$ cat config.mk
export PLATFORM = sky130hd
export DESIGN_NAME = fta_mul
export DESIGN_NICKNAME = d
export VERILOG_FILES = /design/src/hw/rtl/assert_macros.svh /design/src/hw/rtl/fta_pkg.sv /design/src/hw/rtl/fta_mul.sv
export SDC_FILE = /design/constraint.sdc
export NUM_CORES = 2
export LEC_CHECK = 0
export BUFFER_PORTS_ARGS = -buffer_cell sky130_fd_sc_hd__clkbuf_2
export CORE_MARGIN = 1.5
export CORE_UTILIZATION = 40
export DETAILED_ROUTE_END_ITERATION = 6
export GPL_TIMING_DRIVEN = 0
export SLEW_MARGIN = 20
export SYNTH_ARGS = -nofsm -noshare
export SYNTH_HDL_FRONTEND = slang
export SYNTH_SLANG_ARGS = --single-unit
$ cat constraint.sdc
create_clock -name clk -period 8.95 [get_ports clk]
set_clock_uncertainty 0.05 [all_clocks]
set_input_delay 1.79 -clock clk [delete_from_list [all_inputs] [get_ports clk]]
set_output_delay 1.79 -clock clk [all_outputs]
set_load 0.03 [all_outputs]
$ cat src/hw/rtl/assert_macros.svh
// ----------------------------------------------------------------------------
// assert_macros
// concurrent assertion shorthands, sampled on clk and disabled in reset
// ----------------------------------------------------------------------------
`ifndef ASSERT_MACROS_SVH
`define ASSERT_MACROS_SVH

// same-cycle implication
`define FTA_ASSERT_IMP(lbl, ante, cons) \
    lbl: assert property (@(posedge clk) disable iff (!rst_n) (ante) |-> (cons)) \
        else $error("assertion failed: same-cycle implication");

// next-cycle implication
`define FTA_ASSERT_NXT(lbl, ante, cons) \
    lbl: assert property (@(posedge clk) disable iff (!rst_n) (ante) |=> (cons)) \
        else $error("assertion failed: next-cycle implication");

`endif

$ cat src/hw/rtl/fta_pkg.sv
// ----------------------------------------------------------------------------
// fta_pkg
// shared types and constants of the fire texture automaton
// ----------------------------------------------------------------------------
package fta_pkg;

    localparam int MUL_W = 32;

    // request command codes
    localparam logic CMD_TICK = 1'b0;
    localparam logic CMD_READ = 1'b1;

    // result kinds
    localparam logic KIND_TICK  = 1'b0;
    localparam logic KIND_COLOR = 1'b1;

    // floor(2^32 * 25 / 636), heat decay reciprocal
    localparam logic [MUL_W-1:0] DIV_MAGIC = MUL_W'((64'd25 << 32) / 64'd636);
    localparam logic [MUL_W-1:0] DIV_SCALE = MUL_W'(636);
    // floor(2^32 / 5)
    localparam logic [MUL_W-1:0] FIFTH_MAGIC = MUL_W'((64'd1 << 32) / 64'd5);
    // 65536 = 5 * 13107 + 1
    localparam logic [MUL_W-1:0] FIFTH_SCALE = MUL_W'(13107);
    localparam logic [MUL_W-1:0] RED_SPAN    = MUL_W'(155);
    localparam logic [7:0]       RED_BASE    = 8'd100;
    // 0.1 and 0.2 in Q32
    localparam logic [MUL_W-1:0] SEED_TENTH  = MUL_W'(429496730);
    localparam logic [35:0]      SEED_OFFSET = 36'd858993459;

    localparam logic [16:0] SCALE_ONE = 17'd65536;

    typedef struct packed {
        logic        load;
        logic [31:0] seed;
        logic        step;
    } rng_ctrl_t;

endpackage

$ cat src/hw/rtl/fta_mul.sv
// ----------------------------------------------------------------------------
// fta_mul
// shared unsigned multiplier with registered product
// ----------------------------------------------------------------------------
module fta_mul
    import fta_pkg::*;
(
    input  logic                 clk,
    input  logic [MUL_W-1:0]     a,
    input  logic [MUL_W-1:0]     b,
    output logic [2*MUL_W-1:0]   product
);

    logic [2*MUL_W-1:0] product_reg;

    always_ff @(posedge clk)
    begin
        product_reg <= (2*MUL_W)'(a) * (2*MUL_W)'(b);
    end

    assign product = product_reg;

endmodule

==> reports/metrics.cfg <==
[floorplanning]
die_y_um=297
core_um2=85500
dieWidth_um=297
pin_count=129
initial_core_util_pct=40.5
dieArea_um2=88500
rows=107

[setup_path]
crit_type=in2reg
cp_slowest_cell=fa_1
cp_data_arrival_time_ns=9.24
cpMostUsedCell=fa_1
crit_chain=clkbuf_2 > clkbuf_2 > and2_1 > fa_1 > fa_1 > fa_1 > fa_1 > fa_1 > fa_1 > fa_1 > inv_1 > fa_1 > inv_1 > ha_1 > buf_4 > nand4_1 > or4_4 > or3_4 > a31oi_4 > a31o_4 > a211oi_2 > o21ai_2 > xor2_1
crit_path_max_fanout=10
required_ns=9.18
cp_top_family=adder cells
max_stage_delay_ns=0.55
cp.buffers_inverters=5
start_kind=input port
cp-end-kind=flip-flop

[place]
placed_cells=5020
gpl.final_weighted_congestion=1.06
hpwl_mm=109
portBuffers=128

[synth]
synthCells=3748
synthFlopType=dfxtp_1
synth-seq-cells=64
ys_seq_area_share_pct=3.69
ys.warnings.count=0
ys_top_cells_by_area=fa_1 (52%), and2_1 (11%), ha_1 (9.5%)
synth.avg_cell_area_um2=9.25
synth-edff-count=0
syn-num-nets=4972
synth.distinct_cells=57
synth_top_area_share_pct=51.7
netlist.top_cell.by_area=fa_1
syn-cell-area_um2=34700
async_reset_ff_share_pct=0

[drt]
ant_nets=0
via_per_inst=5.36
drtPass1Iterations=5
vias=27188
drt-wirelength-per-cell_um=25.8
first_iter_violations=2445
finalWirelength_mm=131
drc=0

[cells_and_area]
nets=5138
largest_register_ff_count=64
syn_to_final_growth_pct=11.8
fillers=8465
drive_above_1_share_pct=11.3
fin_cells=5069

[cts]
h-tree-depth=3
cts_tree=yes
clock_sinks=64
cts.reportedPaths.clkPinSlew_ns=0.06
cts_buffers=9
cts-root-buf=clkbuf_16
clockBufferDepth=2

[grt]
track_usage_pct=29.9
grt_overflow=0
grt_pass1_vias=28282
grt_first_pass_wirelength_mm=188
grt_max_degree=12
antenna_found_initial=15

[sta]
setup_viol=1
slew_viol_final=0
final_hold_viol_count=0
worst_hold_slack_ns=1.81
fin_setup_tns_ns=-0.0657
fmax_mhz=111
fin_ws_ns=-0.0657
worstMarginPinSlew_ns=1.01
rsz0062_at_grt=true
finalCriticalPeriod_ns=9.02
period_share_pct=101
relSlewSlack_pct=32.4

[min_path]
hold_path_startpoint=b[0]
hold_path_end=product[0]$_DFF_P_
hold_path_class=in2reg
hold_depth=2

[status]
status=finished, violations left
violations=setup timing

[flow_run]
maxCapViolations=0

==> layout make-up <==
class	instances	area [um^2]	area share, %
Inverter	865	3250	8.37
Clock buffer	11	253	0.652
Sequential cell	64	1280	3.30
Antenna cell	6	15.0	0.0387
Tap cell	1144	1430	3.69
Clock inverter	5	103	0.265
Buffer	211	1870	4.82
Multi-Input combinational cell	2599	29600	76.3
Timing Repair Buffer	164	983	2.54
==> layer usage <==
metal | share of wire [%] | wire [um] | up-vias | GRT usage, %
met5 | 0.030 | 39 | - | 0
met2 | 44 | 57400 | 1454 | 45.3
met1 | 37 | 48300 | 14117 | 37.9
met3 | 11 | 14000 | 415 | 7.27
li1 | - | - | 11196 | -
met4 | 8.4 | 10900 | 6 | 19.8
==> layout by cell type (no fill, tap or decap), types with 9 or more instances in the layout <==
cell type and instances:
buf_2 30, and3_1 14, o21ai_0 19, buf_8 15
and2_1 601, a21o_1 39, o21bai_1 10, clkbuf_4 42
xnor2_1 35, buf_6 23, nand2_1 478, a21oi_1 59
fa_1 877, dfxtp_1 64, nand4_1 23, nand3_1 10
clkbuf_2 131, ha_1 251, buf_12 9, clkbuf_8 10
buf_4 81, inv_1 862, xor2_1 25, clkbuf_16 19
a31oi_1 9, fa_2 19, ha_2 9, o21a_1 9
clkbuf_1 25, nor2_1 19
==> timing repair <==
| item | CTS | global route |
|---|---|---|
| buffers inserted | 5 | 30 |
| hold buffers | 0 | 0 |
| gates resized for setup | 329 | 345 |
| gates cloned | 0 | 1 |
| pin swaps | 8 | 22 |
| endpoints found under the hold margin | 0 | 0 |
| setup endpoints to repair | 33 | 19 |
==> cell families (layout without fill, tap and decap cells) <==
family	after synthesis	count (layout)	share of synthesized area, %
buffers and inverters	1085	1256	11.8
muxes	1	1	0.0289
DFF	64	64	3.69
other	0	6	0
and+or+nand+nor	1177	1177	17.6
adders and majority gates	1159	1159	61.2
AOI/OAI and AO/OA	202	202	4.15
xor gates and xnor gates	60	60	1.52
==> how the worst max path moves through the flow <==
stage                      from                  end  slack [ns]  cells past startpoint
after floorplan           a[25]  product[62]$_DFF_P_        0.36                     25
after detailed placement  a[15]  product[62]$_DFF_P_       -1.59                     24
after CTS                 a[18]  product[62]$_DFF_P_       -0.03                     24
after global routing      a[28]  product[62]$_DFF_P_       -0.10                     27
after global placement    a[15]  product[62]$_DFF_P_       -1.57                     24
final                     b[31]  product[62]$_DFF_P_       -0.07                     23
==> stage by stage <==
step / util [%] / instance area, um^2 / setup WS [ns]
3_3_place_gp: 43.0 / 36700 / -1.57
6_report: 45.3 / 38800 / -0.0657
5_1_grt: 45.3 / 38800 / -0.104
4_1_cts: 44.4 / 38000 / -0.0326
3_5_place_dp: 43.0 / 36700 / -1.59
2_1_floorplan: - / 34700 / 0.357
==> cell usage after synthesis (9+ instances only) <==
cell / count
dfxtp_1: 64
ha_1: 263
clkbuf_1: 213
and2_1: 602
nand2_1: 480
nand3_1: 10
o21bai_1: 10
a21oi_1: 63
xnor2_1: 35
a31oi_1: 12
a21o_1: 40
o21a_1: 9
and3_1: 14
o21ai_0: 21
xor2_1: 25
nand4_1: 23
fa_1: 896
inv_1: 865
nor2_1: 20
Power is not shown: default switching activity piles up to over one toggle a cycle in this logic, so the estimate is an artifact.
