**src/hw/rtl/assert_macros.svh**
```systemverilog
// ----------------------------------------------------------------------------
// assert_macros
// concurrent assertion shorthands, sampled on clk and disabled in reset
// ----------------------------------------------------------------------------
`ifndef ASSERT_MACROS_SVH
`define ASSERT_MACROS_SVH

// same-cycle implication
`define FTA_ASSERT_IMP(lbl, ante, cons) \
    lbl: assert property (@(posedge clk) disable iff (!rst_n) (ante) |-> (cons)) \
        else $error("assertion failed: same-cycle implication");

// next-cycle implication
`define FTA_ASSERT_NXT(lbl, ante, cons) \
    lbl: assert property (@(posedge clk) disable iff (!rst_n) (ante) |=> (cons)) \
        else $error("assertion failed: next-cycle implication");

`endif

```
**src/hw/rtl/fta_pkg.sv**
```systemverilog
// ----------------------------------------------------------------------------
// fta_pkg
// shared types and constants of the fire texture automaton
// ----------------------------------------------------------------------------
package fta_pkg;

    localparam int MUL_W = 32;

    // request command codes
    localparam logic CMD_TICK = 1'b0;
    localparam logic CMD_READ = 1'b1;

    // result kinds
    localparam logic KIND_TICK  = 1'b0;
    localparam logic KIND_COLOR = 1'b1;

    // floor(2^32 * 25 / 636), heat decay reciprocal
    localparam logic [MUL_W-1:0] DIV_MAGIC = MUL_W'((64'd25 << 32) / 64'd636);
    localparam logic [MUL_W-1:0] DIV_SCALE = MUL_W'(636);
    // floor(2^32 / 5)
    localparam logic [MUL_W-1:0] FIFTH_MAGIC = MUL_W'((64'd1 << 32) / 64'd5);
    // 65536 = 5 * 13107 + 1
    localparam logic [MUL_W-1:0] FIFTH_SCALE = MUL_W'(13107);
    localparam logic [MUL_W-1:0] RED_SPAN    = MUL_W'(155);
    localparam logic [7:0]       RED_BASE    = 8'd100;
    // 0.1 and 0.2 in Q32
    localparam logic [MUL_W-1:0] SEED_TENTH  = MUL_W'(429496730);
    localparam logic [35:0]      SEED_OFFSET = 36'd858993459;

    localparam logic [16:0] SCALE_ONE = 17'd65536;

    typedef struct packed {
        logic        load;
        logic [31:0] seed;
        logic        step;
    } rng_ctrl_t;

endpackage

```
**src/hw/rtl/fta_rng.sv**
```systemverilog
// ----------------------------------------------------------------------------
// fta_rng
// xorshift32 generator, seed load and step, top 16 bits per draw
// ----------------------------------------------------------------------------
module fta_rng
    import fta_pkg::*;
(
    input  logic        clk,
    input  logic        rst_n,
    input  rng_ctrl_t   ctrl,
    output logic [15:0] draw
);

    logic [31:0] state_reg;
    logic [31:0] state_next;
    logic [31:0] s1;
    logic [31:0] s2;
    logic [31:0] stepped;

    assign s1      = state_reg ^ (state_reg << 13);
    assign s2      = s1 ^ (s1 >> 17);
    assign stepped = s2 ^ (s2 << 5);
    assign draw    = stepped[31:16];

    always_comb
    begin
        state_next = state_reg;
        if (ctrl.load)
        begin
            state_next = (ctrl.seed == 32'd0) ? 32'd1 : ctrl.seed;
        end
        else if (ctrl.step)
        begin
            state_next = stepped;
        end
    end

    always_ff @(posedge clk or negedge rst_n)
    begin
        if (!rst_n)
        begin
            state_reg <= 32'd1;
        end
        else
        begin
            state_reg <= state_next;
        end
    end

endmodule

```
**config.mk**
```make
export PLATFORM = sky130hd
export DESIGN_NAME = fta_rng
export DESIGN_NICKNAME = d
export VERILOG_FILES = /design/src/hw/rtl/assert_macros.svh /design/src/hw/rtl/fta_pkg.sv /design/src/hw/rtl/fta_rng.sv
export SDC_FILE = /design/constraint.sdc
export NUM_CORES = 1
export LEC_CHECK = 0
export BUFFER_PORTS_ARGS = -buffer_cell sky130_fd_sc_hd__buf_2
export CAP_MARGIN = 5
export CORE_MARGIN = 8
export CORE_UTILIZATION = 51
export DETAILED_ROUTE_END_ITERATION = 12
export GPL_TIMING_DRIVEN = 0
export HOLD_SLACK_MARGIN = 0.05
export PLACE_DENSITY = 0.8
export SYNTH_ARGS = -nofsm -noshare
export SYNTH_HDL_FRONTEND = slang
export SYNTH_SLANG_ARGS = --single-unit
```
**constraint.sdc**
```tcl
create_clock -name clk -period 2 [get_ports clk]
set_input_delay 0.4 -clock clk [delete_from_list [all_inputs] [get_ports clk]]
set_output_delay 0.4 -clock clk [all_outputs]
set_load 0.1 [all_outputs]
```
==> results of run 1 <==
repair_timing:
item | CTS | global route
setup buffers | 13 | 5
pin swaps | 11 | 5
resized for setup | 53 | 31
setup endpoints to repair | 18 | 16
cell type report:
cell class,instances,share of cell area (%)
Multi-Input combinational cell,172,53.67
Tap cell,52,1.900
Inverter,3,0.3288
Clock buffer,6,2.119
Clock inverter,1,0.1461
Buffer,11,1.242
Timing Repair Buffer,68,16.81
Sequential cell,32,23.79
metrics by stage:
stage | util (%) | worst slack, ps | cells | TNS (ps)
after floorplan | - | -143.0 | 218 | -1671
after CTS | 75.26 | -79.01 | 340 | -218.0
after global routing | 79.75 | -107.4 | 345 | -253.5
after detailed placement | 63.17 | -263.5 | 320 | -1306
final | 79.75 | -90.58 | 345 | -130.2
after global placement | 63.17 | -245.0 | 320 | -1079
worst register-to-register path, cell delays in order (launching register included):
cell and delay [ps]:
dfrtp_1 470, xor2_4 200, buf_12 160, buf_4 130
xor3_1 370, or3_1 350, a31oi_1 200
cells by family (layout without fill, tap and decap cells):
family,Yosys count,count (layout),share of synthesized area (%)
AND/OR/NAND/NOR,59,59,12.25
XOR/XNOR,54,54,32.13
AO/OA/AOI/OAI,43,43,10.41
flip-flops,32,32,35.69
multiplexers,16,16,7.127
buffers and inverters,14,89,2.394
metal layers:
layer | routed length (um) | up-vias | share of wire (%)
met3 | 643 | 39 | 8.2
met5 | 0 | - | 0
met2 | 3961 | 130 | 51
li1 | - | 910 | -
met4 | 351 | 0 | 4.5
met1 | 2840 | 1068 | 36
path summary, 6_finish.rpt:
kind / depth (start not counted) / start / slack, ps / end
setup / recovery: 3 / state_reg[0]$_DFFE_PN1P_ / -90 / draw[2]
hold reg to reg: 2 / state_reg[6]$_DFFE_PN0P_ / 670 / state_reg[6]$_DFFE_PN0P_
max in group asynchronous: 1 / rst_n / 1270 / state_reg[15]$_DFFE_PN0P_
setup reg to reg: 6 / state_reg[12]$_DFFE_PN0P_ / 50 / state_reg[8]$_DFFE_PN0P_
min in group clk: 3 / ctrl[31] / 320 / state_reg[30]$_DFFE_PN0P_
hold / removal: 1 / rst_n / 170 / state_reg[30]$_DFFE_PN0P_
cell usage in the layout, fill, tap and decap left out, types with 3 or more instances in the layout:
cell type / instances
xnor3_1: 9
xor2_2: 4
clkbuf_8: 5
mux2i_1: 16
xnor2_2: 4
xnor2_1: 7
buf_6: 6
nor2_1: 15
nor4_1: 8
clkbuf_1: 11
nand4_1: 3
buf_12: 9
dfrtp_2: 10
xor2_4: 7
o21ai_0: 31
nand2_1: 22
a31oi_1: 10
buf_4: 17
xnor2_4: 16
buf_2: 35
dfrtp_1: 21
or3_1: 10
inv_1: 3
==> impl_metrics.py, run 1 <==
metrics = {
    "setup_path": {
        "crit_path_max_incr_delay_ps": 570,
        "startpoint_type": "flip-flop",
        "slowest_stage": "dfstp_2",
        "worstPathMaxFanout": 2,
        "arrival_ps": 1690,
        "required_ps": 1600,
        "crit_family": "XOR/XNOR gates",
        "crit_type": "flip-flop to primary output",
        "critPathBufInv": 1,
        "worst_setup_path_end_kind": "primary output",
        "path_cells": "xnor2_2 -> xnor3_4 -> buf_12",
    },
    "clock_tree": {
        "cts_tree": "yes",
        "hold_buffers": 0,
        "htree_levels": 2,
        "clkLatencyLatePin_ps": 300,
        "cts-root-buf": "clkbuf_8",
        "numCtsBuffers": 5,
        "clkSlewWorstSetupHoldPaths_ps": 80,
        "cts_sinks": 32,
        "cts_buffer_depth": 2,
    },
    "worst_hold_path": {
        "hold_path_class": "input pin to asynchronous set/reset pin",
    },
    "routing": {
        "via_per_inst": 6.223,
        "drtIter0Drc": 267,
        "via_count": 2147,
        "wl_per_cell_um": 22.60,
        "drtPass1Iterations": 7,
        "drc_errors": 0,
        "ant_nets": 0,
        "wl_mm": 7.796,
    },
    "synth": {
        "seq_area_frac_synth_pct": 35.69,
        "yosys.area.top_type": "dfrtp_1",
        "syn_inst": 218,
        "avgSynthCellArea_um2": 10.31,
        "synth_area_leaders": "dfrtp_1 35%, xnor3_1 11%, xnor2_1 9.0%",
        "synth_edf_count": 0,
        "syn_area_um2": 2247,
        "yosys-top-cells-count": "31 x dfrtp_1, 31 x o21ai_0, 23 x xnor2_1, 22 x nand2_1, 16 x mux2i_1",
        "ys.warnings.count": 0,
        "async_reset_ff_share_pct": 100.0,
        "ys_ff_latch": 32,
        "syn_nets": 254,
        "synth_flop_cell": "dfrtp_1",
        "synth_top_area_share_pct": 34.52,
        "ys_types": 22,
    },
    "finish": {
        "drive_gt1_share_pct": 41.30,
        "fill_cells": 234,
        "fin_area_um2": 3425,
        "syn_to_final_growth_pct": 52.39,
        "diodes": 0,
        "finalNetCount": 329,
        "largest_reg_flops": 32,
        "regArea_um2": 814.5,
        "multiInputGateArea_um2": 1838,
    },
    "sta": {
        "hold_viol_final": 0,
        "max_freq_mhz": 478.3,
        "worstMarginPinSlew_ps": 765.2,
        "worst_hold_slack_ps": 167.0,
        "final_max_slew_viol_count": 0,
        "fin_crit_ps": 2091,
        "setup_viol": 4,
        "max_slew_margin_pct": 48.99,
        "worst_slack_ps": -90.58,
        "period_share_pct": 104.5,
        "finClkSkew_ps": 13.70,
        "rsz0062_at_grt": "yes",
    },
    "placement": {
        "dp_hpwl_mm": 5.195,
        "gp_congestion": 0.8657,
        "port_buffers": 50,
        "placed_cell_area_um2": 2713,
    },
    "floorplan": {
        "start_util_pct": 52.33,
        "core_um2": 4294,
        "die_y_um": 82.38,
        "io_pins": 52,
        "die-area_um2": 6786,
        "fp.dieW_um": 82.38,
        "rows": 24,
    },
    "global_route": {
        "antenna_found_initial": 0,
        "gr-usage-met3_pct": 4.437,
        "grt_start_max_net_pins": 33,
        "grt_util_met1_pct": 27.92,
        "grt_pass1_wl_mm": 11.55,
        "overflow": 0,
        "grt_pass1_vias": 2178,
        "busiest_layer": "met2",
        "gr-usage-all-layers_pct": 23.40,
        "use_met2_pct": 39.55,
    },
    "job": {
        "max-cap-violations": 0,
    },
    "outcome": {
        "status": "finished with violations",
        "violations": "setup timing",
    },
}
Power of run 1 is not shown: default switching activity piles up to over one toggle a cycle in this logic, so the estimate is an artifact.
==> run 2: changes to the inputs <==
--- a/config.mk
+++ b/config.mk
@@ -8,11 +8,11 @@
 export BUFFER_PORTS_ARGS = -buffer_cell sky130_fd_sc_hd__buf_2
 export CAP_MARGIN = 5
 export CORE_MARGIN = 8
-export CORE_UTILIZATION = 51
+export CORE_UTILIZATION = 49
 export DETAILED_ROUTE_END_ITERATION = 12
 export GPL_TIMING_DRIVEN = 0
 export HOLD_SLACK_MARGIN = 0.05
-export PLACE_DENSITY = 0.8
+export PLACE_DENSITY = 0.81
 export SYNTH_ARGS = -nofsm -noshare
 export SYNTH_HDL_FRONTEND = slang
 export SYNTH_SLANG_ARGS = --single-unit
==> constraint.sdc (replaced) <==
create_clock -name clk -period 1.9 [get_ports clk]
set_input_delay 0.38 -clock clk [delete_from_list [all_inputs] [get_ports clk]]
set_output_delay 0.38 -clock clk [all_outputs]
set_load 0.1 [all_outputs]
==> impl_metrics.py, run 2 (synthesis gave the netlist of run 1 again) <==
metrics = {
    "floorplan": {
        "rows": 24,
        "die_y_um": 83.72,
        "io_pins": 52,
        "core_um2": 4384,
        "start_util_pct": 51.26,
        "die-area_um2": 7009,
        "fp.dieW_um": 83.72,
    },
    "clock_tree": {
        "numCtsBuffers": 5,
        "clkLatencyLatePin_ps": 290,
        "clkSlewWorstSetupHoldPaths_ps": 70,
        "htree_levels": 2,
        "cts-root-buf": "clkbuf_8",
        "cts_sinks": 32,
        "cts_tree": "yes",
        "cts_buffer_depth": 2,
    },
    "global_route": {
        "gr-usage-all-layers_pct": 22.57,
        "grt_pass1_wl_mm": 12.55,
        "overflow": 0,
        "grt_start_max_net_pins": 33,
        "grt_pass1_vias": 2318,
        "antenna_found_initial": 0,
    },
    "finish": {
        "final_cell_mix": "35 x buf_2, 31 x o21ai_0, 28 x buf_4",
        "layout.cells.most_common": "buf_2",
        "largest_reg_flops": 32,
        "finalNetCount": 354,
        "syn_to_final_growth_pct": 67.82,
        "drive_gt1_share_pct": 48.28,
        "diodes": 0,
    },
    "sta": {
        "worstMarginPinSlew_ps": 784.2,
        "rsz0062_at_grt": "yes",
        "max_slew_margin_pct": 47.72,
        "finClkSkew_ps": 7.940,
        "period_share_pct": 108.5,
        "final_max_slew_viol_count": 0,
        "worst_hold_slack_ps": 159.9,
        "max_freq_mhz": 485.2,
        "fin_crit_ps": 2061,
        "setup_viol": 14,
        "worst_slack_ps": -161.0,
        "setup-tns-final_ps": -926.0,
        "hold_viol_final": 0,
    },
    "outcome": {
        "status": "finished with violations",
        "violations": "setup timing",
    },
    "routing": {
        "via_per_inst": 6.286,
        "drtPass1Iterations": 5,
        "drc_errors": 0,
        "wl_mm": 9.578,
        "via_count": 2332,
        "drtIter0Drc": 266,
        "wl_per_cell_um": 25.82,
        "ant_nets": 0,
    },
    "setup_path": {
        "worst_setup_path_end_kind": "primary output",
        "r2r-end": "state_reg[19]$_DFFE_PN0P_",
        "worstReg2RegStart": "state_reg[19]$_DFFE_PN0P_",
        "reg2reg_depth": 6,
        "rrSetupSlack_ps": -90,
        "path_cells": "xnor2_4 -> xnor3_4 -> buf_8",
        "slowest_stage": "xnor3_4",
        "arrival_ps": 1680,
        "startpoint_type": "flip-flop",
        "required_ps": 1520,
        "worstPathMaxFanout": 2,
        "crit_type": "flip-flop to primary output",
        "crit_path_max_incr_delay_ps": 530,
    },
    "placement": {
        "pre_cts_ws_ps": -370.5,
        "port_buffers": 50,
        "gp_congestion": 0.8660,
        "dp_hpwl_mm": 5.140,
    },
    "job": {
        "max-cap-violations": 0,
    },
    "worst_hold_path": {
        "hold_path_class": "input pin to asynchronous set/reset pin",
    },
}
[run 2: cell count changes in the layout (fill, tap and decap cells not counted), sizes merged]
cell and change:
buf +25, clkinv +1
[run 2: cell type report]
class | count | area (um2)
well taps | 52 | 65.06
clock inverters | 2 | 10.01
plain buffers | 11 | 42.54
flip-flops and latches | 32 | 824.5
fillers | 181 | 613.1
clock buffers | 6 | 82.58
inverters | 3 | 11.26
repair buffers | 93 | 875.8
multi-input cells | 172 | 1859
[run 2: critical path, delay by kind of cell, from the launching register on]
family | cells | cell delay (ps)
XOR/XNOR | 2 | 730
flip-flops | 1 | 460
buffers and inverters | 1 | 200
[run 2: layer usage]
layer | wire [um] | track usage (%) | up-vias
li1 | - | - | 966
met1 | 3650 | 26.86 | 1135
met2 | 4539 | 36.56 | 182
met3 | 938 | 7.520 | 49
met4 | 449 | 8.948 | 0
met5 | 0 | 0 | -
[run 2: timing repair]
action,in CTS,in global routing
resized for setup,80,31
buffers inserted,24,20
hold endpoints to repair,0,0
pin swaps,19,17
setup endpoints to repair,24,21
hold buffers,0,0
[run 2: worst max path at each step]
stage / start / endpoint / slack [ps] / cells past startpoint
3_3_place_gp: state_reg[17]$_DFFE_PN0P_ / draw[2] / -340 / 3
3_5_place_dp: state_reg[17]$_DFFE_PN0P_ / draw[2] / -370 / 3
5_1_grt: state_reg[19]$_DFFE_PN0P_ / draw[3] / -190 / 3
4_1_cts: state_reg[19]$_DFFE_PN0P_ / draw[3] / -120 / 3
2_1_floorplan: state_reg[5]$_DFFE_PN0P_ / state_reg[23]$_DFFE_PN0P_ / -230 / 4
6_report: state_reg[19]$_DFFE_PN0P_ / draw[3] / -160 / 3
[run 2: stage by stage]
| stage | instance area (um2) | cells | utilization (%) |
|---|---|---|---|
| floorplan | 2441 | 218 | - |
| global placement | 2756 | 320 | 62.87 |
| detailed placement | 2756 | 320 | 62.87 |
| CTS | 3476 | 352 | 79.28 |
| global route | 3771 | 371 | 86.02 |
| finish | 3771 | 371 | 86.02 |
Power of run 2 is left out for the same reason.
==> run 3: changes to the inputs <==
==> constraint.sdc (replaced) <==
create_clock -name clk -period 1.7 [get_ports clk]
set_input_delay 0.34 -clock clk [delete_from_list [all_inputs] [get_ports clk]]
set_output_delay 0.34 -clock clk [all_outputs]
set_load 0.1 [all_outputs]
==> impl_metrics.py, run 3 (synthesis gave the netlist of run 1 again) <==
metrics = {
    "routing": {
        "drtIter0Drc": 391,
        "ant_nets": 0,
        "wl_per_cell_um": 31.58,
        "drtPass1Iterations": 6,
        "drc_errors": 0,
        "via_count": 2683,
        "via_per_inst": 6.897,
        "wl_mm": 12.29,
    },
    "sta": {
        "max_slew_margin_pct": 46.89,
        "rsz0062_at_grt": "yes",
        "hold_viol_final": 0,
        "max_freq_mhz": 450.6,
        "setup_viol": 32,
        "finClkSkew_ps": 13.55,
        "worstMarginPinSlew_ps": 796.6,
        "period_share_pct": 130.5,
        "fin_crit_ps": 2219,
        "final_max_slew_viol_count": 0,
        "worst_slack_ps": -519.2,
    },
    "placement": {
        "pre_cts_ws_ps": -317.1,
        "port_buffers": 50,
        "gp_congestion": 0.8974,
        "placed_cells_incl_taps": 320,
        "placed_cell_area_um2": 2990,
        "dp_hpwl_mm": 5.462,
    },
    "setup_path": {
        "worst_setup_path_end_kind": "primary output",
        "path_cells": "xnor2_2 -> xnor3_4 -> buf_12",
        "crit_path_max_incr_delay_ps": 610,
        "crit_type": "flip-flop to primary output",
        "arrival_ps": 1880,
        "worstPathMaxFanout": 4,
        "startpoint_type": "flip-flop",
        "required_ps": 1360,
        "slowest_stage": "xnor3_4",
    },
    "finish": {
        "syn_to_final_growth_pct": 82.13,
        "final-instance-count-excl-fill": 389,
        "fin_area_um2": 4093,
        "drive_gt1_share_pct": 55.06,
        "final_cell_mix": "35 x buf_2, 32 x buf_6, 27 x buf_4",
        "fin_util_pct": 93.35,
        "finalNetCount": 371,
        "regArea_um2": 833.3,
        "largest_reg_flops": 32,
        "fill_cells": 125,
        "layout.cells.most_common": "buf_2",
        "multiInputGateArea_um2": 1948,
    },
    "outcome": {
        "violations": "setup timing",
        "status": "finished with violations",
    },
    "clock_tree": {
        "htree_levels": 2,
        "clkSlewWorstSetupHoldPaths_ps": 80,
        "cts_buffer_depth": 2,
        "cts-root-buf": "clkbuf_8",
        "clkLatencyLatePin_ps": 300,
        "hold_buffers": 0,
        "numCtsBuffers": 5,
        "cts_tree": "yes",
        "cts_sinks": 32,
    },
    "floorplan": {
        "die-area_um2": 7009,
        "die_y_um": 83.72,
        "fp.dieW_um": 83.72,
        "core_um2": 4384,
        "start_util_pct": 51.26,
        "rows": 24,
        "io_pins": 52,
    },
    "global_route": {
        "use_met2_pct": 46.46,
        "grt_start_max_net_pins": 33,
        "busiest_layer": "met2",
        "antenna_found_initial": 1,
        "gr-usage-all-layers_pct": 28.23,
        "grt_util_met1_pct": 31.73,
        "overflow": 0,
        "grt_pass1_wl_mm": 15.36,
        "grt_pass1_vias": 2655,
        "gr-usage-met3_pct": 8.789,
    },
    "job": {
        "max-cap-violations": 0,
    },
    "worst_hold_path": {
        "hold_path_class": "input pin to asynchronous set/reset pin",
    },
}
[run 3: cell types whose count changed in the layout (fill, tap and decap cells not counted), moves of 3 or more]
cell / delta
o21ai_1: +7
dfrtp_1: -7
dfrtp_2: +7
buf_12: +3
buf_8: -4
buf_6: +20
o21ai_0: -7
[run 3: worst paths after layout]
path	start	to	slack, ps	cells after the start
worst max-delay path	state_reg[13]$_DFFE_PN0P_	draw[2]	-520	3
worst min-delay path	rst_n	state_reg[5]$_DFFE_PN0P_	110	1
worst max register to register	state_reg[9]$_DFFE_PN0P_	state_reg[14]$_DFFE_PN0P_	-290	5
worst min register to register	state_reg[28]$_DFFE_PN0P_	state_reg[28]$_DFFE_PN0P_	650	2
max in group asynchronous	rst_n	state_reg[19]$_DFFE_PN0P_	1030	1
min in group clk	ctrl[20]	state_reg[19]$_DFFE_PN0P_	300	3
[run 3: routing by layer]
metal,up-vias,share of wire [%]
met5,-,0
met4,0,9.4
met3,114,12
met2,299,46
met1,1268,33
li1,1002,-
[run 3: through the flow]
stage	hold slack, ps	setup TNS, ps
final	114.3	-6348
after global routing	166.4	-6880
after CTS	144.3	-3107
after detailed placement	451.5	-5989
after global placement	441.0	-5390
after floorplan	44.41	-2330
[run 3: critical path, delay by kind of cell (launching register included)]
kind	cells	cell delay [ps]
buf+inv	1	200
flops	1	480
xor+xnor	2	890
[run 3: what timing repair did]
item,in CTS,in global routing
setup buffers,56,11
setup endpoints to repair,29,28
resized for setup,104,25
gates cloned,0,0
pin swaps,36,32
[run 3: final cells by class]
class                   instances  share of cell area [%]
diodes                          1                 0.06114
plain buffers                  10                  0.9477
clock buffers                   8                   2.446
inverters                       3                  0.2751
multi-input cells             172                   47.60
flip-flops and latches         32                   20.36
well taps                      52                   1.590
repair buffers                111                   26.72
Power of run 3 is left out for the same reason.
